[src/rtl/core/mm_fifo.sv]
// Small first-in first-out queue built from flip-flops.
// Depends on nothing beyond its width and depth parameters.
`timescale 1ns / 1ps

module mm_fifo #(
  parameter int WIDTH = 8,
  parameter int DEPTH = 2
) (
  input  logic             clk_i,
  input  logic             rst_ni,
  input  logic             push_i,
  input  logic [WIDTH-1:0] wdata_i,
  output logic             full_o,
  input  logic             pop_i,
  output logic [WIDTH-1:0] rdata_o,
  output logic             empty_o
);

  localparam int PtrW = (DEPTH > 1) ? $clog2(DEPTH) : 1;
  localparam int CntW = $clog2(DEPTH + 1);

  logic [WIDTH-1:0] mem_q [DEPTH];
  logic [PtrW-1:0]  wr_ptr_q, wr_ptr_d, rd_ptr_q, rd_ptr_d;
  logic [CntW-1:0]  cnt_q, cnt_d;
  logic             do_push, do_pop;

  assign full_o  = (cnt_q == CntW'(DEPTH));
  assign empty_o = (cnt_q == '0);
  assign do_push = push_i & ~full_o;
  assign do_pop  = pop_i & ~empty_o;
  assign rdata_o = mem_q[rd_ptr_q];

  always_comb begin
    wr_ptr_d = wr_ptr_q;
    rd_ptr_d = rd_ptr_q;
    cnt_d    = cnt_q;
    if (do_push) begin
      wr_ptr_d = (wr_ptr_q == PtrW'(DEPTH - 1)) ? '0 : wr_ptr_q + PtrW'(1);
    end
    if (do_pop) begin
      rd_ptr_d = (rd_ptr_q == PtrW'(DEPTH - 1)) ? '0 : rd_ptr_q + PtrW'(1);
    end
    if (do_push && !do_pop) begin
      cnt_d = cnt_q + CntW'(1);
    end else if (do_pop && !do_push) begin
      cnt_d = cnt_q - CntW'(1);
    end
  end

  always_ff @(posedge clk_i or negedge rst_ni) begin
    if (!rst_ni) begin
      wr_ptr_q <= '0;
      rd_ptr_q <= '0;
      cnt_q    <= '0;
    end else begin
      wr_ptr_q <= wr_ptr_d;
      rd_ptr_q <= rd_ptr_d;
      cnt_q    <= cnt_d;
    end
  end

  always_ff @(posedge clk_i) begin
    if (do_push) begin
      mem_q[wr_ptr_q] <= wdata_i;
    end
  end

endmodule

[config.mk]
export PLATFORM = sky130hd
export DESIGN_NAME = mm_fifo
export DESIGN_NICKNAME = d
export VERILOG_FILES = /design/src/rtl/core/mm_fifo.sv
export SDC_FILE = /design/constraint.sdc
export NUM_CORES = 1
export LEC_CHECK = 0
export BUFFER_PORTS_ARGS = -buffer_cell sky130_fd_sc_hd__buf_2
export CAP_MARGIN = 20
export CORE_MARGIN = 1.5
export CORE_UTILIZATION = 45
export CTS_BUF_LIST = sky130_fd_sc_hd__clkbuf_8 sky130_fd_sc_hd__clkbuf_16
export DETAILED_ROUTE_END_ITERATION = 10
export PLACE_DENSITY = 0.72
export RECOVER_POWER = 25
export SLEW_MARGIN = 10
export SYNTH_ARGS = -nofsm -noshare
export SYNTH_HDL_FRONTEND = slang
export SYNTH_SLANG_ARGS = --single-unit
[constraint.sdc]
create_clock -name clk_i -period 2.1 [get_ports clk_i]
set_input_delay 0.21 -clock clk_i [delete_from_list [all_inputs] [get_ports clk_i]]
set_output_delay 0.21 -clock clk_i [all_outputs]
set_load 0.02 [all_outputs]
==> flow_summary_export.csv <==
group,metric,value,unit
setup_path,slowest_stage,"dfrtp_1",
layout,nNetsFinal,83,
setup_path,rrSetupSlack,560,ps
layout,multi_input_area,188.9,um^2
status,status,"complete, but fails checks",
floorplan,die_x,44.69,um
synthesis,avgSynthCellArea,17.77,um^2
detailed_routing,final_antenna_net_count,0,
synthesis,synth.distinct_cells,15,
timing,fin_ws,511.0,ps
placed_design,place.gp.congestion,0.7150,
placed_design,place_hpwl,883.7,um
clock_tree,cts_setup_buffers,0,
setup_path,crit_path_start_kind,"flop",
timing,worst_slew_pin_slew,604.2,ps
synthesis,synth_fp_nets,57,
hold_path,hold_depth,1,
layout,nFillCells,130,
detailed_routing,routedWlPerCell,14.27,um
timing,max_freq,629.3,MHz
global_route,grt_pass1_vias,445,
timing,hold_slack,148.3,ps
global_route,grt_start_max_net_pins,12,
timing,post-route-min-period,1589,ps
clock_tree,cts_buffer_depth,2,
floorplan,coreArea,0.001559,mm^2
timing,fin_crit_sh,75.67,%
setup_path,slowest_delay,590,ps
setup_path,cp.depth,2,
timing,hold_viol,0,
power_and_ir_drop,power.leakage,0.3960,nW
detailed_routing,drt_iter0_drc,3,
layout,diodes,0,
placed_design,place_ws,532.7,ps
floorplan,die_h,44.69,um
clock_tree,tritoncts,"yes",
placed_design,dpl_cell_area,902.1,um^2
setup_path,worstPathCellList,"mux2_2 -> buf_2",
floorplan,num_rows,14,
timing,setup_viol,0,
setup_path,reg2reg_depth,3,
detailed_routing,firstDrtPassIters,7,
global_route,antenna_found_initial,0,
timing,relSlewSlack,59.57,%
detailed_routing,drc,1,
setup_path,crit_required,1890,ps
timing,slew_violations,0,
clock_tree,cts_sinks,20,
clock_tree,numCtsBuffers,3,
synthesis,synth.yosys.seq_area_share,74.24,%
layout,regArea,580.6,um^2
layout,areaGrowthSynthToFinish,22.08,%
global_route,grt_usage,14.05,%
hold_path,min_path_type,"input pin to flop",
timing,rsz0062_at_grt,"no",
floorplan,initial_core_util,50.16,%
timing,clock_skew,3.711,ps
clock_tree,htreeDepth,1,
synthesis,ys_seq_elements,20,
setup_path,cp_top_family,"flip-flops",
power_and_ir_drop,power.density,1417,mW/mm^2
setup_path,end_kind,"output pin",
setup_path,path_max_fanout,9,
power_and_ir_drop,power.total,1.353,mW
setup_path,path_buf_inv,1,
layout,final_common_cell,"buf_2",
timing,timing.setup.tns,0,ps
clock_tree,clk_pin_slew_worst_paths,70,ps
setup_path,critical_path_class,"flop to output pin",
flow_run,cap_viol_max_count,0,
placed_design,io_buffers,21,
floorplan,dieArea,0.001997,mm^2
clock_tree,cts_root_buffer,"clkbuf_8",
synthesis,syn_area,782.0,um^2
detailed_routing,via_per_inst,5.047,
detailed_routing,routed_wirelength,1213,um
floorplan,ioPinCount,22,
global_route,grt_pass1_wl,1863,um
power_and_ir_drop,irDropWorstVdd,781.0,uV
layout,final_cell_area,954.7,um^2
layout,layout-drive-gt1-share,37.68,%
setup_path,cp.arrival,1380,ps
detailed_routing,num_vias,429,
global_route,gr-total-overflow,0,
clock_tree,clk_latency,250,ps
status,violations,"DRC",
layout,final_cell_mix,"buf_2 (19), edfxtp_1 (16), mux2_1 (6), dfrtp_1 (4)",
synthesis,synth_warnings,0,
synthesis,syn_inst,44,
flip-flops by register name (all words and copies together), names as in the netlist:
name and count:
mem_q 16, cnt_q 2, rd_ptr_q 1, wr_ptr_q 1
cell families (layout without fill, tap and decap cells):
family / count (synthesis) / after routing / share of synthesized area [%]
buffers and inverters: 3 / 28 / 1.600
multiplexers: 8 / 8 / 11.52
XOR/XNOR: 5 / 5 / 6.561
flip-flops: 20 / 20 / 74.24
adder cells (fa/ha/maj): 1 / 1 / 1.600
AO/OA/AOI/OAI: 1 / 1 / 0.6394
AND/OR/NAND/NOR: 6 / 6 / 3.841
final timing paths:
check	end	from
worst max-delay path	rdata_o[2]	rd_ptr_q
worst min-delay path	mem_q[1][6]	wdata_i[6]
worst max register to register	mem_q[0][5]	cnt_q[0]
worst min register to register	cnt_q[1]	cnt_q[1]
max in group asynchronous	wr_ptr_q	rst_ni
min in group asynchronous	cnt_q[1]	rst_ni
timing repair:
action | CTS | global route
hold endpoints to repair | 4 | 0
resized for setup | 0 | 0
hold buffers | 1 | 0
final cells by class:
| cell class | count | area share, % |
|---|---|---|
| well taps | 16 | 2.097 |
| flip-flops and latches | 20 | 60.81 |
| repair buffers | 22 | 11.80 |
| clock inverters | 1 | 0.3932 |
| multi-input cells | 21 | 19.79 |
| clock buffers | 3 | 4.325 |
| inverters | 2 | 0.7864 |
where the power goes:
part           switching, mW  internal [mW]  total, mW  leakage (nW)
combinational          0.266          0.205      0.471         0.178
sequential            0.0875          0.555      0.643         0.195
clock                  0.109          0.130      0.239        0.0231
total                  0.463          0.890       1.35         0.396
layer usage:
metal | vias to the layer above | share of wire (%) | wire length (um) | track usage (%)
met2 | 11 | 57 | 694 | 25.22
li1 | 206 | - | - | -
met3 | 2 | 3.2 | 39 | 2.449
met5 | - | 0 | 0 | 0
met4 | 0 | 0.99 | 12 | 9.091
met1 | 210 | 38 | 466 | 14.88
synthesized netlist by cell type, drive strengths merged:
cell	count	share of area, %
dfrtp	4	13
edfxtp	16	61
and3	1	0.80
nand2	1	0.80
nor2	3	1.4
xor2	2	2.2
xnor2	3	4.3
o21ai	1	0.64
buf	1	0.64
inv	2	0.96
nand2b	1	0.80
mux2	8	12
ha	1	1.6
through the flow:
| step | util (%) | instances |
|---|---|---|
| 6_report | 61.24 | 85 |
| 3_5_place_dp | 57.87 | 80 |
| 3_3_place_gp | 57.87 | 80 |
| 5_1_grt | 61.24 | 85 |
| 2_1_floorplan | - | 44 |
| 4_1_cts | 61.40 | 85 |
(Power assumes the default switching activity.)
