## config.mk

```make
export PLATFORM = sky130hd
export DESIGN_NAME = mm_front
export DESIGN_NICKNAME = d
export VERILOG_FILES = /design/src/rtl/core/mm_pkg.sv /design/src/rtl/core/mm_front.sv
export SDC_FILE = /design/constraint.sdc
export NUM_CORES = 1
export LEC_CHECK = 0
export BUFFER_PORTS_ARGS = -buffer_cell sky130_fd_sc_hd__buf_2
export CORE_MARGIN = 10
export CORE_UTILIZATION = 30
export CTS_CLUSTER_SIZE = 10
export DETAILED_ROUTE_END_ITERATION = 16
export MAX_ROUTING_LAYER = met4
export PLACE_DENSITY_LB_ADDON = 0.3
export RECOVER_POWER = 25
export SLEW_MARGIN = 5
export SYNTH_ARGS = -nofsm -noshare
export SYNTH_HDL_FRONTEND = slang
export SYNTH_SLANG_ARGS = --single-unit
export TNS_END_PERCENT = 100
```

## constraint.sdc

```tcl
create_clock -name clk_i -period 5.3 [get_ports clk_i]
set_input_delay 0.265 -clock clk_i [delete_from_list [all_inputs] [get_ports clk_i]]
set_output_delay 0.265 -clock clk_i [all_outputs]
set_load 0.01 [all_outputs]
```

## src/rtl/core/mm_pkg.sv

```systemverilog
// Shared types, constants and width helpers for the matrix multiply block.
// Depends on nothing; mm_regs, mm_front, mm_back and matrix_multiply import it.
`timescale 1ns / 1ps

package mm_pkg;

  localparam int MaxDimDefault     = 8;
  localparam int ValueWidthDefault = 32;

  localparam int DimW      = 4;
  localparam int IdxW      = 3;
  localparam int DataW     = 32;
  localparam int PaddrW    = 5;
  localparam int CountW    = 8;
  localparam int CmdDepth  = 4;
  localparam int OutDepth  = 2;
  localparam int CmdKindW  = 2;
  localparam int RegIdxW   = 3;

  localparam logic OpLoad  = 1'b0;
  localparam logic OpStart = 1'b1;

  localparam logic [RegIdxW-1:0] RegARows  = 3'd0;
  localparam logic [RegIdxW-1:0] RegACols  = 3'd1;
  localparam logic [RegIdxW-1:0] RegBRows  = 3'd2;
  localparam logic [RegIdxW-1:0] RegBCols  = 3'd3;
  localparam logic [RegIdxW-1:0] RegAValid = 3'd4;
  localparam logic [RegIdxW-1:0] RegBValid = 3'd5;

  typedef enum logic [CmdKindW-1:0] {
    CmdWriteA,
    CmdWriteB,
    CmdStart,
    CmdStartErr
  } mm_cmd_e;

  typedef struct packed {
    logic              op;
    logic signed [31:0] value;
  } mm_in_t;

  typedef struct packed {
    logic signed [31:0]  product;
    logic [IdxW-1:0]     row_index;
    logic [IdxW-1:0]     col_index;
    logic                result_valid;
    logic                last;
  } mm_out_t;

  typedef struct packed {
    logic [DimW-1:0] a_rows;
    logic [DimW-1:0] a_cols;
    logic [DimW-1:0] b_rows;
    logic [DimW-1:0] b_cols;
    logic            a_valid;
    logic            b_valid;
  } mm_cfg_t;

  // Stored elements never carry more than the 32 bits of the input field.
  function automatic int elem_width(int value_width);
    return (value_width < 32) ? value_width : 32;
  endfunction

  function automatic int addr_width(int max_dim);
    return (max_dim * max_dim > 1) ? $clog2(max_dim * max_dim) : 1;
  endfunction

endpackage

```

## src/rtl/core/mm_front.sv

```systemverilog
// Front end: accepts requests, keeps the load counter and turns each start into a
// start or error command and each in-range load into a store write. Depends on mm_pkg.
`timescale 1ns / 1ps

module mm_front #(
  parameter int MAX_DIM     = mm_pkg::MaxDimDefault,
  parameter int VALUE_WIDTH = mm_pkg::ValueWidthDefault
) (
  input  logic                                   clk_i,
  input  logic                                   rst_ni,
  input  mm_pkg::mm_cfg_t                        cfg_i,
  input  logic                                   push_i,
  input  mm_pkg::mm_in_t                         in_item_i,
  output logic                                   full_o,
  output logic                                   cmd_push_o,
  output logic [mm_pkg::CmdKindW + mm_pkg::addr_width(MAX_DIM) +
                mm_pkg::elem_width(VALUE_WIDTH) - 1:0] cmd_o,
  input  logic                                   cmd_full_i
);
  import mm_pkg::*;

  localparam int ElemW      = elem_width(VALUE_WIDTH);
  localparam int AddrW      = addr_width(MAX_DIM);
  localparam int StoreDepth = MAX_DIM * MAX_DIM;

  logic [CountW-1:0] cnt_q, cnt_d;
  logic [CountW-1:0] na, nb, boff;
  logic              accept, in_a, in_b, keep_a, keep_b, ok;
  mm_cmd_e           kind;
  logic [AddrW-1:0]  addr;

  function automatic logic dim_ok(logic [DimW-1:0] d);
    return (d != '0) && (d <= DimW'(MAX_DIM));
  endfunction

  assign accept = push_i & ~cmd_full_i;
  assign full_o = cmd_full_i;

  assign na     = {{(CountW-DimW){1'b0}}, cfg_i.a_rows} * {{(CountW-DimW){1'b0}}, cfg_i.a_cols};
  assign nb     = {{(CountW-DimW){1'b0}}, cfg_i.b_rows} * {{(CountW-DimW){1'b0}}, cfg_i.b_cols};
  assign boff   = cnt_q - na;
  assign in_a   = (cnt_q < na);
  assign in_b   = !in_a && (boff < nb);
  assign keep_a = in_a && (cnt_q < CountW'(StoreDepth));
  assign keep_b = in_b && (boff < CountW'(StoreDepth));

  assign ok = cfg_i.a_valid && cfg_i.b_valid && (cfg_i.a_cols == cfg_i.b_rows) &&
              dim_ok(cfg_i.a_rows) && dim_ok(cfg_i.a_cols) &&
              dim_ok(cfg_i.b_rows) && dim_ok(cfg_i.b_cols);

  always_comb begin
    if (in_item_i.op == OpStart) begin
      kind = ok ? CmdStart : CmdStartErr;
      addr = '0;
    end else if (in_a) begin
      kind = CmdWriteA;
      addr = AddrW'(cnt_q);
    end else begin
      kind = CmdWriteB;
      addr = AddrW'(boff);
    end
  end

  assign cmd_o      = {kind, addr, in_item_i.value[ElemW-1:0]};
  assign cmd_push_o = accept && ((in_item_i.op == OpStart) || keep_a || keep_b);

  always_comb begin
    cnt_d = cnt_q;
    if (accept) begin
      if (in_item_i.op == OpStart) begin
        cnt_d = '0;
      end else if (cnt_q != {CountW{1'b1}}) begin
        cnt_d = cnt_q + CountW'(1);
      end
    end
  end

  always_ff @(posedge clk_i or negedge rst_ni) begin
    if (!rst_ni) begin
      cnt_q <= '0;
    end else begin
      cnt_q <= cnt_d;
    end
  end

endmodule

```

==> results.sh <==
export IMPL_status="finished, final reports clean"
export IMPL_postCtsSetupBuffers=0
export IMPL_h_tree_depth=1
export IMPL_track_usage=0.0923
export IMPL_cap_violations=0
export IMPL_grt_pass1_vias=1863
export IMPL_area_growth_synth_to_final_pct=3.21
export IMPL_start_util=0.308
export IMPL_synth_area_leaders="ha_1 (23%), buf_4 (12%), dfrtp_1 (9.0%), fa_1 (8.1%), xor2_1 (5.5%)"
export IMPL_path_class="in2out"
export IMPL_r2r_start="cnt_q[0]$_DFFE_PN0P_"
export IMPL_cts_resized=0
export IMPL_largestRegisters="cnt_q (8)"
export IMPL_cts_made_buffers=3
export IMPL_grt_overflow=0
export IMPL_crit_chain="buf_2 -> nand2_1 -> fa_1 -> fa_1 -> inv_1 -> ha_1 -> a21o_1 -> a21oi_1 -> xnor2_1 -> ha_1 -> o211ai_1 -> a21oi_1 -> a211oi_2 -> xnor2_1 -> ha_1 -> nor2b_1 -> o21ai_0 -> nand3b_1 -> nor3_1 -> a32o_1 -> buf_2"
export IMPL_dieWidth_um=106
export IMPL_cts_tree="yes"
export IMPL_synth_warnings=0
export IMPL_fin_crit_ps=4870
export IMPL_clockBufferDepth=2
export IMPL_r2r_end="cnt_q[5]$_DFFE_PN0P_"
export IMPL_fin_crit_sh=0.919
export IMPL_crit_slowest_cell="fa_1"
export IMPL_worstSetupStartpointType="primary input"
export IMPL_clkSinkCount=8
export IMPL_slew_viol_final=0
export IMPL_io_pins=97
export IMPL_drive_above_1_share=0.146
export IMPL_yosys_area_top_type_share=0.225
export IMPL_finalSetupViolations=0
export IMPL_cts_hold_buf=1
export IMPL_netlist_area_um2=2220
export IMPL_synth_edf_count=0
export IMPL_largest_reg_flops=8
export IMPL_place_gp_congestion=0.814
export IMPL_avgSynthCellArea_um2=8.11
export IMPL_critPathTopFamily="adder cells"
export IMPL_max_freq_mhz=205
export IMPL_dieArea_um2=11300
export IMPL_hold_slack_ps=420
export IMPL_post_route_drc_count=0
export IMPL_async_flop_share=1.00
export IMPL_tns_ps=0
export IMPL_hold_viol_final=0
export IMPL_antenna_found_initial=0
export IMPL_r2r_cells=7
export IMPL_hp_class="in2async"
export IMPL_design_area_um2=2290
export IMPL_diodes=0
export IMPL_cp_arrival_ps=4600
export IMPL_final_nets=380
export IMPL_path_clk_slew_ps=40
export IMPL_routed_wl_um=4970
export IMPL_tightest_slew_ps=683
export IMPL_critical_path_required_ps=5040
export IMPL_post_synth_num_cell_types=40
export IMPL_synthCells=274
export IMPL_slowest_delay_ps=600
export IMPL_avgViaCountPerCell=4.69
export IMPL_insertion_delay_ps=230
export IMPL_syn_nets=378
export IMPL_yosysSeqAreaShare=0.0900
export IMPL_p_leak_nw=1.17
export IMPL_core_area_um2=7210
export IMPL_dp_hpwl_um=4290
export IMPL_place_port_buffers=32
export IMPL_rows=31
export IMPL_grt_pass1_wl_um=8740
export IMPL_fp_dieH_um=106
export IMPL_root_buffer="clkbuf_8"
export IMPL_finClkSkew_ps=4.65
export IMPL_drtAntennaViolNets=0
export IMPL_first_pass_iters=4
export IMPL_yosysTopAreaCell="ha_1"
export IMPL_total_power_mw=0.428
export IMPL_path_buf_inv=3
export IMPL_r2r_slack_ps=3280
export IMPL_crit_top_cell="ha_1"
export IMPL_placed_area_um2=2240
export IMPL_p_per_area_nw_per_um2=186
export IMPL_ys_ff_latch=8
export IMPL_slew_headroom=0.544
export IMPL_crit_fanout=6
export IMPL_synth_ff_type="dfrtp_1"
export IMPL_vias=1748
export IMPL_rsz0062_at_grt="false"
export IMPL_end_kind="output pin"
export IMPL_drt_iter0_markers=94
export IMPL_grt_max_degree=17
export IMPL_regMostFlops="cnt_q"
export IMPL_ir_worst_vdd_mv=0.0625
export IMPL_wl_per_cell_um=13.3
==> worst max-delay path by stage <==
stage / start / to / slack, ps / depth (start not counted)
after floorplan: cfg_i[14] / cmd_push_o / 980 / 18
after global placement: cfg_i[13] / cmd_push_o / 520 / 20
after detailed placement: cfg_i[12] / cmd_push_o / 410 / 21
after CTS: cfg_i[12] / cmd_push_o / 390 / 21
after global routing: cfg_i[13] / cmd_push_o / 80 / 21
final: cfg_i[13] / cmd_push_o / 430 / 21
==> logic make-up (layout without fill, tap and decap cells) <==
group	after synthesis	in the layout	share of synthesized area
XOR/XNOR	22	22	0.0867
buffers and inverters	67	67	0.173
AND/OR/NAND/NOR	79	79	0.184
AO/OA/AOI/OAI	45	45	0.142
adder cells (fa/ha/maj)	49	49	0.306
flip-flops	8	8	0.0900
multiplexers	4	4	0.0180
==> metal layers <==
metal,global-route usage,share of wire,up-vias
met2,0.140,0.42,48
li1,-,-,901
met3,0.0169,0.054,2
met1,0.126,0.52,797
met4,0.0174,0.0016,0
met5,-,0,-
==> layout make-up <==
cell class | instances | area [um2]
flip-flops and latches | 8 | 200
well taps | 99 | 124
fillers | 817 | 4920
multi-input cells | 199 | 1640
clock buffers | 3 | 41.3
repair buffers | 34 | 178
inverters | 30 | 113
==> stage by stage <==
stage / setup slack [ps] / util / instances
2_1_floorplan: 977 / - / 274
3_3_place_gp: 520 / 0.311 / 369
3_5_place_dp: 410 / 0.311 / 369
4_1_cts: 394 / 0.318 / 373
5_1_grt: 78.9 / 0.318 / 373
6_report: 430 / 0.318 / 373
==> report_power, final <==
group	leakage [nW]	internal (mW)	switching (mW)
combinational	1.04	0.125	0.156
clock	0.0216	0.0492	0.0240
sequential	0.110	0.0647	0.00907
==> synth_stat cells, types with 3 or more instances <==
master / n
xor2_1: 14
a211oi_1: 3
dfrtp_1: 8
inv_1: 30
and2_1: 17
nor2_1: 11
fa_1: 9
o21ai_1: 5
nand2b_1: 4
a21oi_1: 15
nand4_1: 3
a21o_1: 5
nor2b_1: 3
ha_1: 40
nand2_1: 21
buf_4: 35
nand3_1: 3
xnor2_1: 8
mux2i_1: 4
o31ai_1: 3
nor3_1: 7
==> placed cells by master (no fill, tap or decap), types with 2 or more instances in the layout <==
cell type / synthesis / final
nor2b_1: 3 / 3
nand3_1: 3 / 3
nand2b_1: 4 / 4
nor3_1: 7 / 7
and2_1: 17 / 17
clkbuf_8: 0 / 3
a41oi_1: 2 / 2
and3_1: 2 / 2
fa_1: 9 / 9
o21ai_1: 5 / 5
nand2_1: 21 / 21
a21oi_1: 15 / 15
ha_1: 40 / 40
o31ai_1: 3 / 3
o21ai_0: 2 / 2
xor2_1: 14 / 14
inv_1: 30 / 30
nand4_1: 3 / 3
a21o_1: 5 / 5
nor4_1: 2 / 2
nand3b_1: 2 / 2
a211oi_1: 3 / 3
mux2i_1: 4 / 4
o21bai_1: 2 / 2
nor2_1: 11 / 11
o211ai_1: 2 / 2
xnor2_1: 8 / 8
buf_2: 1 / 32
dfrtp_1: 8 / 8
(Power assumes the default switching activity.)
