### config.mk
export PLATFORM = sky130hd
export DESIGN_NAME = mm_regs
export DESIGN_NICKNAME = d
export VERILOG_FILES = /design/src/rtl/core/mm_pkg.sv /design/src/rtl/core/mm_regs.sv
export SDC_FILE = /design/constraint.sdc
export NUM_CORES = 1
export LEC_CHECK = 0
export ABC_AREA = 1
export BUFFER_PORTS_ARGS = -buffer_cell sky130_fd_sc_hd__buf_2
export CAP_MARGIN = 20
export CORE_ASPECT_RATIO = 1.75
export CORE_MARGIN = 1
export CORE_UTILIZATION = 42
export DETAILED_ROUTE_END_ITERATION = 8
export PLACE_DENSITY = 0.82
export SLEW_MARGIN = 0
export SYNTH_ARGS = -nofsm -noshare
export SYNTH_HDL_FRONTEND = slang
export SYNTH_SLANG_ARGS = --single-unit
### constraint.sdc
create_clock -name clk_i -period 1.6 [get_ports clk_i]
set_input_delay 0.24 -clock clk_i [delete_from_list [all_inputs] [get_ports clk_i]]
set_output_delay 0.24 -clock clk_i [all_outputs]
set_load 0.1 [all_outputs]
### src/rtl/core/mm_pkg.sv
// Shared types, constants and width helpers for the matrix multiply block.
// Depends on nothing; mm_regs, mm_front, mm_back and matrix_multiply import it.
`timescale 1ns / 1ps

package mm_pkg;

  localparam int MaxDimDefault     = 8;
  localparam int ValueWidthDefault = 32;

  localparam int DimW      = 4;
  localparam int IdxW      = 3;
  localparam int DataW     = 32;
  localparam int PaddrW    = 5;
  localparam int CountW    = 8;
  localparam int CmdDepth  = 4;
  localparam int OutDepth  = 2;
  localparam int CmdKindW  = 2;
  localparam int RegIdxW   = 3;

  localparam logic OpLoad  = 1'b0;
  localparam logic OpStart = 1'b1;

  localparam logic [RegIdxW-1:0] RegARows  = 3'd0;
  localparam logic [RegIdxW-1:0] RegACols  = 3'd1;
  localparam logic [RegIdxW-1:0] RegBRows  = 3'd2;
  localparam logic [RegIdxW-1:0] RegBCols  = 3'd3;
  localparam logic [RegIdxW-1:0] RegAValid = 3'd4;
  localparam logic [RegIdxW-1:0] RegBValid = 3'd5;

  typedef enum logic [CmdKindW-1:0] {
    CmdWriteA,
    CmdWriteB,
    CmdStart,
    CmdStartErr
  } mm_cmd_e;

  typedef struct packed {
    logic              op;
    logic signed [31:0] value;
  } mm_in_t;

  typedef struct packed {
    logic signed [31:0]  product;
    logic [IdxW-1:0]     row_index;
    logic [IdxW-1:0]     col_index;
    logic                result_valid;
    logic                last;
  } mm_out_t;

  typedef struct packed {
    logic [DimW-1:0] a_rows;
    logic [DimW-1:0] a_cols;
    logic [DimW-1:0] b_rows;
    logic [DimW-1:0] b_cols;
    logic            a_valid;
    logic            b_valid;
  } mm_cfg_t;

  // Stored elements never carry more than the 32 bits of the input field.
  function automatic int elem_width(int value_width);
    return (value_width < 32) ? value_width : 32;
  endfunction

  function automatic int addr_width(int max_dim);
    return (max_dim * max_dim > 1) ? $clog2(max_dim * max_dim) : 1;
  endfunction

endpackage

### src/rtl/core/mm_regs.sv
// Configuration registers behind the APB-style port.
// Depends on mm_pkg for the register layout and index codes.
`timescale 1ns / 1ps

module mm_regs (
  input  logic                      clk_i,
  input  logic                      rst_ni,
  input  logic                      psel,
  input  logic                      penable,
  input  logic                      pwrite,
  input  logic [mm_pkg::PaddrW-1:0] paddr,
  input  logic [mm_pkg::DataW-1:0]  pwdata,
  output logic [mm_pkg::DataW-1:0]  prdata,
  output logic                      pready,
  output mm_pkg::mm_cfg_t           cfg_o
);
  import mm_pkg::*;

  mm_cfg_t              cfg_q, cfg_d;
  logic [RegIdxW-1:0]   reg_idx;
  logic                 wr_en;

  assign reg_idx = paddr[PaddrW-1:2];
  assign pready  = 1'b1;
  assign wr_en   = psel & penable & pwrite & pready;

  always_comb begin
    cfg_d = cfg_q;
    if (wr_en) begin
      case (reg_idx)
        RegARows:  cfg_d.a_rows  = pwdata[DimW-1:0];
        RegACols:  cfg_d.a_cols  = pwdata[DimW-1:0];
        RegBRows:  cfg_d.b_rows  = pwdata[DimW-1:0];
        RegBCols:  cfg_d.b_cols  = pwdata[DimW-1:0];
        RegAValid: cfg_d.a_valid = pwdata[0];
        RegBValid: cfg_d.b_valid = pwdata[0];
        default:   cfg_d = cfg_q;
      endcase
    end
  end

  always_comb begin
    case (reg_idx)
      RegARows:  prdata = DataW'(cfg_q.a_rows);
      RegACols:  prdata = DataW'(cfg_q.a_cols);
      RegBRows:  prdata = DataW'(cfg_q.b_rows);
      RegBCols:  prdata = DataW'(cfg_q.b_cols);
      RegAValid: prdata = DataW'(cfg_q.a_valid);
      RegBValid: prdata = DataW'(cfg_q.b_valid);
      default:   prdata = '0;
    endcase
  end

  always_ff @(posedge clk_i or negedge rst_ni) begin
    if (!rst_ni) begin
      cfg_q.a_rows  <= DimW'(1);
      cfg_q.a_cols  <= DimW'(1);
      cfg_q.b_rows  <= DimW'(1);
      cfg_q.b_cols  <= DimW'(1);
      cfg_q.a_valid <= 1'b1;
      cfg_q.b_valid <= 1'b1;
    end else begin
      cfg_q <= cfg_d;
    end
  end

  assign cfg_o = cfg_q;

endmodule

==> flow_metrics.env, run 1 <==
export IMPL_n_antenna_cell=0
export IMPL_hpwl_mm=1.95
export IMPL_die_area_um2=2970
export IMPL_yosysWarnings=0
export IMPL_use_met2_pct=31.1
export IMPL_fillers=255
export IMPL_die_h_um=71.4
export IMPL_post_route_min_period_ns=1.57
export IMPL_start_util_pct=45.3
export IMPL_yosysSeqAreaShare_pct=39.6
export IMPL_grtUsageTotal_pct=17.4
export IMPL_whs_ns=0.216
export IMPL_maxSlewViolCount=0
export IMPL_power_share_clock_pct=13.6
export IMPL_multiInputGateArea_um2=537
export IMPL_postCtsSetupRepairBufs=0
export IMPL_syn_area_per_cell_um2=7.76
export IMPL_clock_sinks=18
export IMPL_cp_end_kind="output pin"
export IMPL_combPwrFrac_pct=59.1
export IMPL_clock_skew_ns=0
export IMPL_cp_required_ns=1.36
export IMPL_grt_pass1_wl_mm=3.93
export IMPL_vias=996
export IMPL_netlist_area_um2=1160
export IMPL_synth_largest_area_cell="dfrtp_1"
export IMPL_drive_gt1_share_pct=38.9
export IMPL_antenna_found_initial=0
export IMPL_synthToLayoutAreaGrowth_pct=21.1
export IMPL_num_io_pins=93
export IMPL_cap_violations=0
export IMPL_crit_path_start_kind="flip-flop"
export IMPL_p_seq_share_pct=27.3
export IMPL_pre_cts_slack_ns=0.173
export IMPL_port_buffers=33
export IMPL_yosysTopAreaCellShare_pct=26.0
export IMPL_outcome="finished, final reports clean"
export IMPL_grt_busiest_layer="met2"
export IMPL_die_w_um=41.7
export IMPL_setup_tns_ns=0
export IMPL_gp_congestion=0.885
export IMPL_synth_cell_type_count=18
export IMPL_p_sw_share_pct=60.6
export IMPL_hold_path_class="primary input to flip-flop"
export IMPL_antenna_left=0
export IMPL_timing_fmax_ghz=0.639
export IMPL_largest_reg_flops=18
export IMPL_grt_overflow_total=0
export IMPL_clock_latency_ns=0.25
export IMPL_seq_area_um2=477
export IMPL_drt_iter0_drc=22
export IMPL_synth_area_top_cells="dfrtp_1 (26%), buf_4 (19%), dfstp_2 (14%), nand2_1 (9.7%), o21ai_0 (5.6%)"
export IMPL_routed_wl_mm=2.42
export IMPL_grt_max_degree=19
export IMPL_p_int_uw=939
export IMPL_routedWlPerCell_um=11.5
export IMPL_dr_pass1_iters=4
export IMPL_use_met3_pct=3.27
export IMPL_drc=0
export IMPL_grt_pass1_vias=917
export IMPL_syn_inst=149
export IMPL_htree_levels=1
export IMPL_path_class="flip-flop to output pin"
export IMPL_setup_slack_ns=0.0340
export IMPL_rrSetupSlack_ns=0.71
export IMPL_worstPathArrival_ns=1.33
export IMPL_hold_viol=0
export IMPL_ir_worst_vdd_uv=765
export IMPL_p_per_area_nw_per_um2=1700
export IMPL_core_rowCount=24
export IMPL_coreArea_um2=2550
export IMPL_cts_inserted_buffers=3
export IMPL_grt_use_met1_pct=18.2
export IMPL_path_max_fanout=2
export IMPL_mostFrequentLayoutCells="conb_1 (29), buf_2 (29), nand2_1 (26)"
export IMPL_path_clk_slew_ns=0.07
export IMPL_setup_viol=0
export IMPL_rsz0062_at_grt="true"
export IMPL_leakagePower_nw=0.725
export IMPL_vias_per_cell=4.72
export IMPL_power_net_switching_mw=1.44
export IMPL_cts_tree="built"
export IMPL_ys_ff_latch=18
export IMPL_final_nets=228
export IMPL_finalCritPeriodShare_pct=97.9
export IMPL_root_buffer="clkbuf_8"
export IMPL_clock_path_buffers=2
-- layer usage --
layer | share of wire, % | vias up | wire [um]
met5 | 0 | - | 0
met4 | 2.1 | 0 | 50
met3 | 6.7 | 5 | 163
met2 | 54 | 49 | 1300
met1 | 37 | 454 | 905
li1 | - | 488 | -
-- power by group through the flow --
| stage | Clock [mW] | Combinational [mW] | Sequential [mW] |
|---|---|---|---|
| after CTS | 0.332 | 1.41 | 0.648 |
| after global routing | 0.354 | 1.46 | 0.664 |
| after floorplan | 0 | 0.582 | 1.32 |
| after global placement | 0 | 1.39 | 0.653 |
| final | 0.324 | 1.41 | 0.650 |
| after detailed placement | 0 | 1.40 | 0.654 |
-- cells in the mapped netlist --
master / n
o21ai_1: 7
nor2_1: 8
buf_4: 29
inv_2: 2
nor2_4: 2
nand3_1: 8
nand3_2: 2
nand2_1: 30
dfrtp_1: 12
nand2_2: 3
nand4_1: 2
a21oi_1: 4
nor3_4: 1
o21ai_0: 13
o21ai_2: 1
inv_1: 17
dfstp_2: 6
conb_1: 2
-- cells by family after synthesis --
logic type,synth area share [%]
buffers and inverters,25.0
other,0.650
AND/OR/NAND/NOR,23.6
flip-flops,39.6
AO/OA/AOI/OAI,11.1
-- timing repair --
action,4_1_cts,5_1_grt
pin swaps,1,1
setup endpoints to repair,1,1
gates resized for setup,2,3
endpoints found under the hold margin,12,0
hold buffers,1,0
-- final timing paths --
path | from | cells past startpoint | to
setup / recovery | cfg_o[0]$_DFFE_PN1P_ | 5 | prdata[0]
min in group asynchronous | rst_ni | 2 | cfg_o[16]$_DFFE_PN0P_
hold reg to reg | cfg_o[2]$_DFFE_PN1P_ | 2 | cfg_o[2]$_DFFE_PN1P_
setup reg to reg | cfg_o[0]$_DFFE_PN1P_ | 2 | cfg_o[0]$_DFFE_PN1P_
hold / removal | pwdata[0] | 3 | cfg_o[14]$_DFFE_PN1P_
max in group asynchronous | rst_ni | 2 | cfg_o[1]$_DFFE_PN1P_
-- worst max-delay path: stages, from the launching register on --
cell and delay (ns):
dfstp_4 0.63, inv_4 0.04, nor2_4 0.11, a21oi_2 0.06, nand2_4 0.07, buf_12 0.16
-- per-stage QoR --
step | instances | total power, mW | util [%] | area, um2
floorplan | 176 | 1.90 | - | 1290
global placement | 206 | 2.04 | 52.2 | 1330
detailed placement | 206 | 2.06 | 52.2 | 1330
CTS | 211 | 2.39 | 54.6 | 1390
global route | 211 | 2.47 | 54.9 | 1400
finish | 211 | 2.38 | 54.9 | 1400
-- layout make-up --
cell class	instances	share of cell area, %
inverter	19	5.27
timing repair buffer	34	16.8
tap	26	2.32
clock buffer	4	3.22
sequential	18	34.0
multi-input combinational	110	38.3
(Power assumes the default switching activity.)
==> inputs of run 2 (changes only) <==
--- a/config.mk
+++ b/config.mk
@@ -9,7 +9,7 @@
 export BUFFER_PORTS_ARGS = -buffer_cell sky130_fd_sc_hd__buf_2
 export CAP_MARGIN = 20
 export CORE_ASPECT_RATIO = 1.75
-export CORE_MARGIN = 1
+export CORE_MARGIN = 2
 export CORE_UTILIZATION = 42
 export DETAILED_ROUTE_END_ITERATION = 8
 export PLACE_DENSITY = 0.82
==> flow_metrics.env, run 2 (synthesized netlist as in run 1, its figures left out) <==
export IMPL_p_int_uw=982
export IMPL_path_buf_inv=2
export IMPL_placedInstanceArea_um2=1330
export IMPL_coreArea_um2=2660
export IMPL_outcome="finished, final reports clean"
export IMPL_critPathMaxStageDelay_ns=0.62
export IMPL_clock_path_buffers=2
export IMPL_vias_per_cell=4.72
export IMPL_core_rowCount=25
export IMPL_path_cells="inv_2, nor2_4, a21oi_2, nand2_4, buf_12"
export IMPL_mostFrequentLayoutCells="conb_1 (29), buf_2 (29), nand2_1 (25)"
export IMPL_synthToLayoutAreaGrowth_pct=22.7
export IMPL_die_area_um2=3200
export IMPL_pre_cts_slack_ns=0.147
export IMPL_root_buffer="clkbuf_8"
export IMPL_crit_path_start_kind="flip-flop"
export IMPL_combPwrFrac_pct=57.9
export IMPL_p_seq_share_pct=26.7
export IMPL_dr_pass1_iters=4
export IMPL_grt_max_degree=19
export IMPL_r2r_cells=2
export IMPL_worst_path_max_delay_cell="dfstp_4"
export IMPL_drt_iter0_drc=19
export IMPL_critical_path_top_delay_family="flip-flops"
export IMPL_grt_pass1_wl_mm=4.28
export IMPL_num_io_pins=93
export IMPL_hold_path_class="primary input to flip-flop"
export IMPL_final_nets=228
export IMPL_power_mw=2.44
export IMPL_ir_worst_vdd_uv=672
export IMPL_drive_gt1_share_pct=40.5
export IMPL_fin_cells=212
export IMPL_cap_violations=0
export IMPL_n_antenna_cell=0
export IMPL_hold_viol=0
export IMPL_routedWlPerCell_um=12.7
export IMPL_drc=0
export IMPL_hpwl_mm=2.06
export IMPL_cts_tree="built"
export IMPL_clock_skew_ns=0
export IMPL_maxSlewViolCount=0
export IMPL_path_max_fanout=2
export IMPL_die_w_um=43.7
export IMPL_p_per_area_nw_per_um2=1720
export IMPL_setup_slack_ns=0.0270
export IMPL_worstPathArrival_ns=1.33
export IMPL_post_route_min_period_ns=1.57
export IMPL_rsz0062_at_grt="true"
export IMPL_timing_fmax_ghz=0.636
export IMPL_grt_overflow_total=0
export IMPL_clock_sinks=18
export IMPL_setup_viol=0
export IMPL_postCtsSetupRepairBufs=0
export IMPL_antenna_left=0
export IMPL_port_buffers=33
export IMPL_cp_depth=5
export IMPL_antenna_found_initial=0
export IMPL_htree_levels=1
export IMPL_cp_end_kind="output pin"
export IMPL_gp_congestion=0.873
export IMPL_path_class="flip-flop to output pin"
export IMPL_largest_reg_flops=18
export IMPL_die_h_um=73.4
export IMPL_power_net_switching_mw=1.46
export IMPL_finalCritPeriodShare_pct=98.3
export IMPL_vias=1001
export IMPL_placedCellCount=207
export IMPL_routed_wl_mm=2.69
export IMPL_power_share_clock_pct=15.4
export IMPL_clock_latency_ns=0.25
export IMPL_grtUsageTotal_pct=18.3
export IMPL_cp_required_ns=1.36
export IMPL_leakagePower_nw=0.733
export IMPL_grt_pass1_vias=966
export IMPL_path_clk_slew_ns=0.07
export IMPL_p_sw_share_pct=59.8
export IMPL_whs_ns=0.220
export IMPL_start_util_pct=43.5
export IMPL_cts_inserted_buffers=3
export IMPL_holdPathStages=3
export IMPL_final_area_um2=1420
[run 2: per-stage QoR]
| step | setup TNS (ns) | util, % |
|---|---|---|
| 2_1_floorplan | 0 | - |
| 3_3_place_gp | 0 | 50.1 |
| 3_5_place_dp | 0 | 50.1 |
| 4_1_cts | 0 | 52.8 |
| 5_1_grt | -0.0193 | 53.4 |
| 6_report | 0 | 53.4 |
[run 2: worst reg2reg max path, stage by stage, from the launching register on]
cell	delay, ns
dfstp_4	0.62
inv_2	0.05
o21ai_0	0.16
[run 2: path summary, 6_finish.rpt]
check	end	slack, ns	start
max in group asynchronous	cfg_o[6]$_DFFE_PN1P_	0.81	rst_ni
worst min register to register	cfg_o[6]$_DFFE_PN1P_	0.50	cfg_o[6]$_DFFE_PN1P_
min in group asynchronous	cfg_o[16]$_DFFE_PN0P_	0.46	rst_ni
worst max-delay path	prdata[0]	0.03	cfg_o[0]$_DFFE_PN1P_
worst min-delay path	cfg_o[2]$_DFFE_PN1P_	0.22	pwdata[0]
worst max register to register	cfg_o[0]$_DFFE_PN1P_	0.70	cfg_o[0]$_DFFE_PN1P_
[run 2: repair_timing]
item,CTS,global route
endpoints found under the setup margin,1,1
hold buffers,1,0
resized for setup,2,5
hold endpoints to repair,12,0
pin swaps,1,4
[run 2: final cells by class]
type                       count  area (um2)
clock buffer                   4        55.1
fill                         268        1240
inverter                      19        71.3
multi-input combinational    110         547
sequential                    18         477
tap                           27        33.8
timing repair buffer          34         235
[run 2: power groups by stage]
stage | clock (mW) | sequential (mW) | combinational (mW)
floorplan | 0 | 1.32 | 0.582
global placement | 0 | 0.656 | 1.39
detailed placement | 0 | 0.657 | 1.40
CTS | 0.382 | 0.650 | 1.41
global route | 0.403 | 0.662 | 1.46
finish | 0.377 | 0.652 | 1.41
[run 2: per-layer routing]
layer	up-vias	share of wire, %	track usage [%]
met1	454	37	19.7
met3	6	6.7	1.72
li1	483	-	-
met5	-	0	0
met4	0	3.1	13.5
met2	58	53	31.7
==> inputs of run 3 (changes only) <==
--- a/config.mk
+++ b/config.mk
@@ -13,7 +13,9 @@
 export CORE_UTILIZATION = 42
 export DETAILED_ROUTE_END_ITERATION = 8
 export PLACE_DENSITY = 0.82
+export SETUP_SLACK_MARGIN = 0.5
 export SLEW_MARGIN = 0
 export SYNTH_ARGS = -nofsm -noshare
 export SYNTH_HDL_FRONTEND = slang
 export SYNTH_SLANG_ARGS = --single-unit
+export TNS_END_PERCENT = 50
==> flow_metrics.env, run 3 (synthesized netlist as in run 1, its figures left out) <==
export IMPL_ir_worst_vdd_uv=897
export IMPL_die_w_um=43.7
export IMPL_gp_congestion=0.839
export IMPL_htree_levels=1
export IMPL_cap_violations=0
export IMPL_grt_max_degree=19
export IMPL_path_max_fanout=3
export IMPL_cp_required_ns=1.36
export IMPL_post_route_min_period_ns=1.61
export IMPL_cp_end_kind="output pin"
export IMPL_clock_path_buffers=2
export IMPL_setup_viol=1
export IMPL_mostFrequentLayoutCell="conb_1"
export IMPL_mostFrequentLayoutCells="conb_1 (29), nand2_1 (26), buf_12 (22)"
export IMPL_path_cells="nand3_1, nand2_1, nor2_2, nand2_4, buf_12"
export IMPL_drc=0
export IMPL_setup_tns_ns=-0.0121
export IMPL_routedWlPerCell_um=12.7
export IMPL_largest_reg_flops=18
export IMPL_grtUsageTotal_pct=18.3
export IMPL_worstPathArrival_ns=1.37
export IMPL_finalCritPeriodShare_pct=101
export IMPL_setup_slack_ns=-0.0121
export IMPL_hp_start="pwdata[0]"
export IMPL_r2r_start="cfg_o[6]$_DFFE_PN1P_"
export IMPL_num_io_pins=93
export IMPL_final_nets=243
export IMPL_cts_tree="built"
export IMPL_fillers=190
export IMPL_antenna_found_initial=0
export IMPL_grt_pass1_wl_mm=4.20
export IMPL_timing_fmax_ghz=0.620
export IMPL_dr_pass1_iters=4
export IMPL_multiInputGateArea_um2=611
export IMPL_whs_ns=0.211
export IMPL_critPathMaxStageDelay_ns=0.64
export IMPL_routed_wl_mm=2.88
export IMPL_root_buffer="clkbuf_8"
export IMPL_violations="negative setup slack"
export IMPL_hold_path_class="primary input to flip-flop"
export IMPL_grt_pass1_vias=923
export IMPL_cp_startpoint="cfg_o[1]$_DFFE_PN1P_"
export IMPL_p_per_area_nw_per_um2=1530
export IMPL_maxSlewViolCount=0
export IMPL_clock_latency_ns=0.26
export IMPL_path_class="flip-flop to output pin"
export IMPL_n_antenna_cell=0
export IMPL_clock_skew_ns=0
export IMPL_cts_inserted_buffers=3
export IMPL_hold_viol=0
export IMPL_coreArea_um2=2660
export IMPL_start_util_pct=43.5
export IMPL_leakagePower_nw=0.893
export IMPL_crit_path_start_kind="flip-flop"
export IMPL_core_rowCount=25
export IMPL_antenna_left=0
export IMPL_drt_iter0_drc=20
export IMPL_port_buffers=33
export IMPL_outcome="complete, but fails checks"
export IMPL_die_area_um2=3200
export IMPL_grt_overflow_total=0
export IMPL_power_mw=2.94
export IMPL_drive_gt1_share_pct=49.2
export IMPL_vias_per_cell=4.76
export IMPL_vias=1075
export IMPL_rsz0062_at_grt="true"
export IMPL_hpwl_mm=1.94
export IMPL_clock_sinks=18
export IMPL_worst_path_max_delay_cell="dfstp_4"
export IMPL_die_h_um=73.4
export IMPL_path_clk_slew_ns=0.07
export IMPL_synthToLayoutAreaGrowth_pct=65.7
export IMPL_seq_area_um2=513
## run 3: critical path: cells and delay by family (launching register included)
family,cells,cell delay [ns]
flip-flops,1,0.64
AND/OR/NAND/NOR,4,0.31
buffers and inverters,1,0.16
## run 3: power breakdown
group,internal [mW],switching [mW]
sequential,0.614,0.109
clock,0.168,0.155
combinational,0.586,1.30
## run 3: through the flow
step / worst slack [ns] / area, um2 / utilization (%) / std cells
CTS: 0.0142 / 1650 / 62.2 / 219
global route: -0.0629 / 1920 / 72.0 / 226
detailed placement: 0.0890 / 1430 / 53.6 / 207
finish: -0.0121 / 1920 / 72.0 / 226
floorplan: 0.105 / 1370 / - / 176
global placement: 0.0809 / 1430 / 53.6 / 207
## run 3: layer usage
metal  share of wire [%]  vias up  GRT usage [%]
met4                 2.6        0           11.1
met3                 7.5        5           1.47
met5                   0        -              0
met1                  35      491           19.7
li1                    -      518              -
met2                  55       61           33.2
## run 3: area by class of cell
| type | count | area share [%] |
|---|---|---|
| flip-flops and latches | 18 | 26.8 |
| repair buffers | 49 | 33.6 |
| inverters | 19 | 3.85 |
| multi-input cells | 110 | 31.9 |
| well taps | 27 | 1.76 |
| clock buffers | 3 | 2.16 |
## run 3: timing repair
action	4_1_cts	5_1_grt
endpoints found under the setup margin	22	22
setup buffers	8	7
hold buffers	1	0
hold endpoints to repair	12	0
pin swaps	2	7
gates resized for setup	34	65
## run 3: path summary, 6_finish.rpt
| kind | endpoint | cells past startpoint | slack, ns |
|---|---|---|---|
| setup reg to reg | cfg_o[6]$_DFFE_PN1P_ | 5 | 0.52 |
| setup / recovery | prdata[0] | 5 | -0.01 |
| hold / removal | cfg_o[2]$_DFFE_PN1P_ | 3 | 0.21 |
| min in group asynchronous | cfg_o[17]$_DFFE_PN0P_ | 2 | 0.45 |
| max in group asynchronous | cfg_o[13]$_DFFE_PN0P_ | 2 | 0.83 |
| hold reg to reg | cfg_o[8]$_DFFE_PN0P_ | 2 | 0.56 |
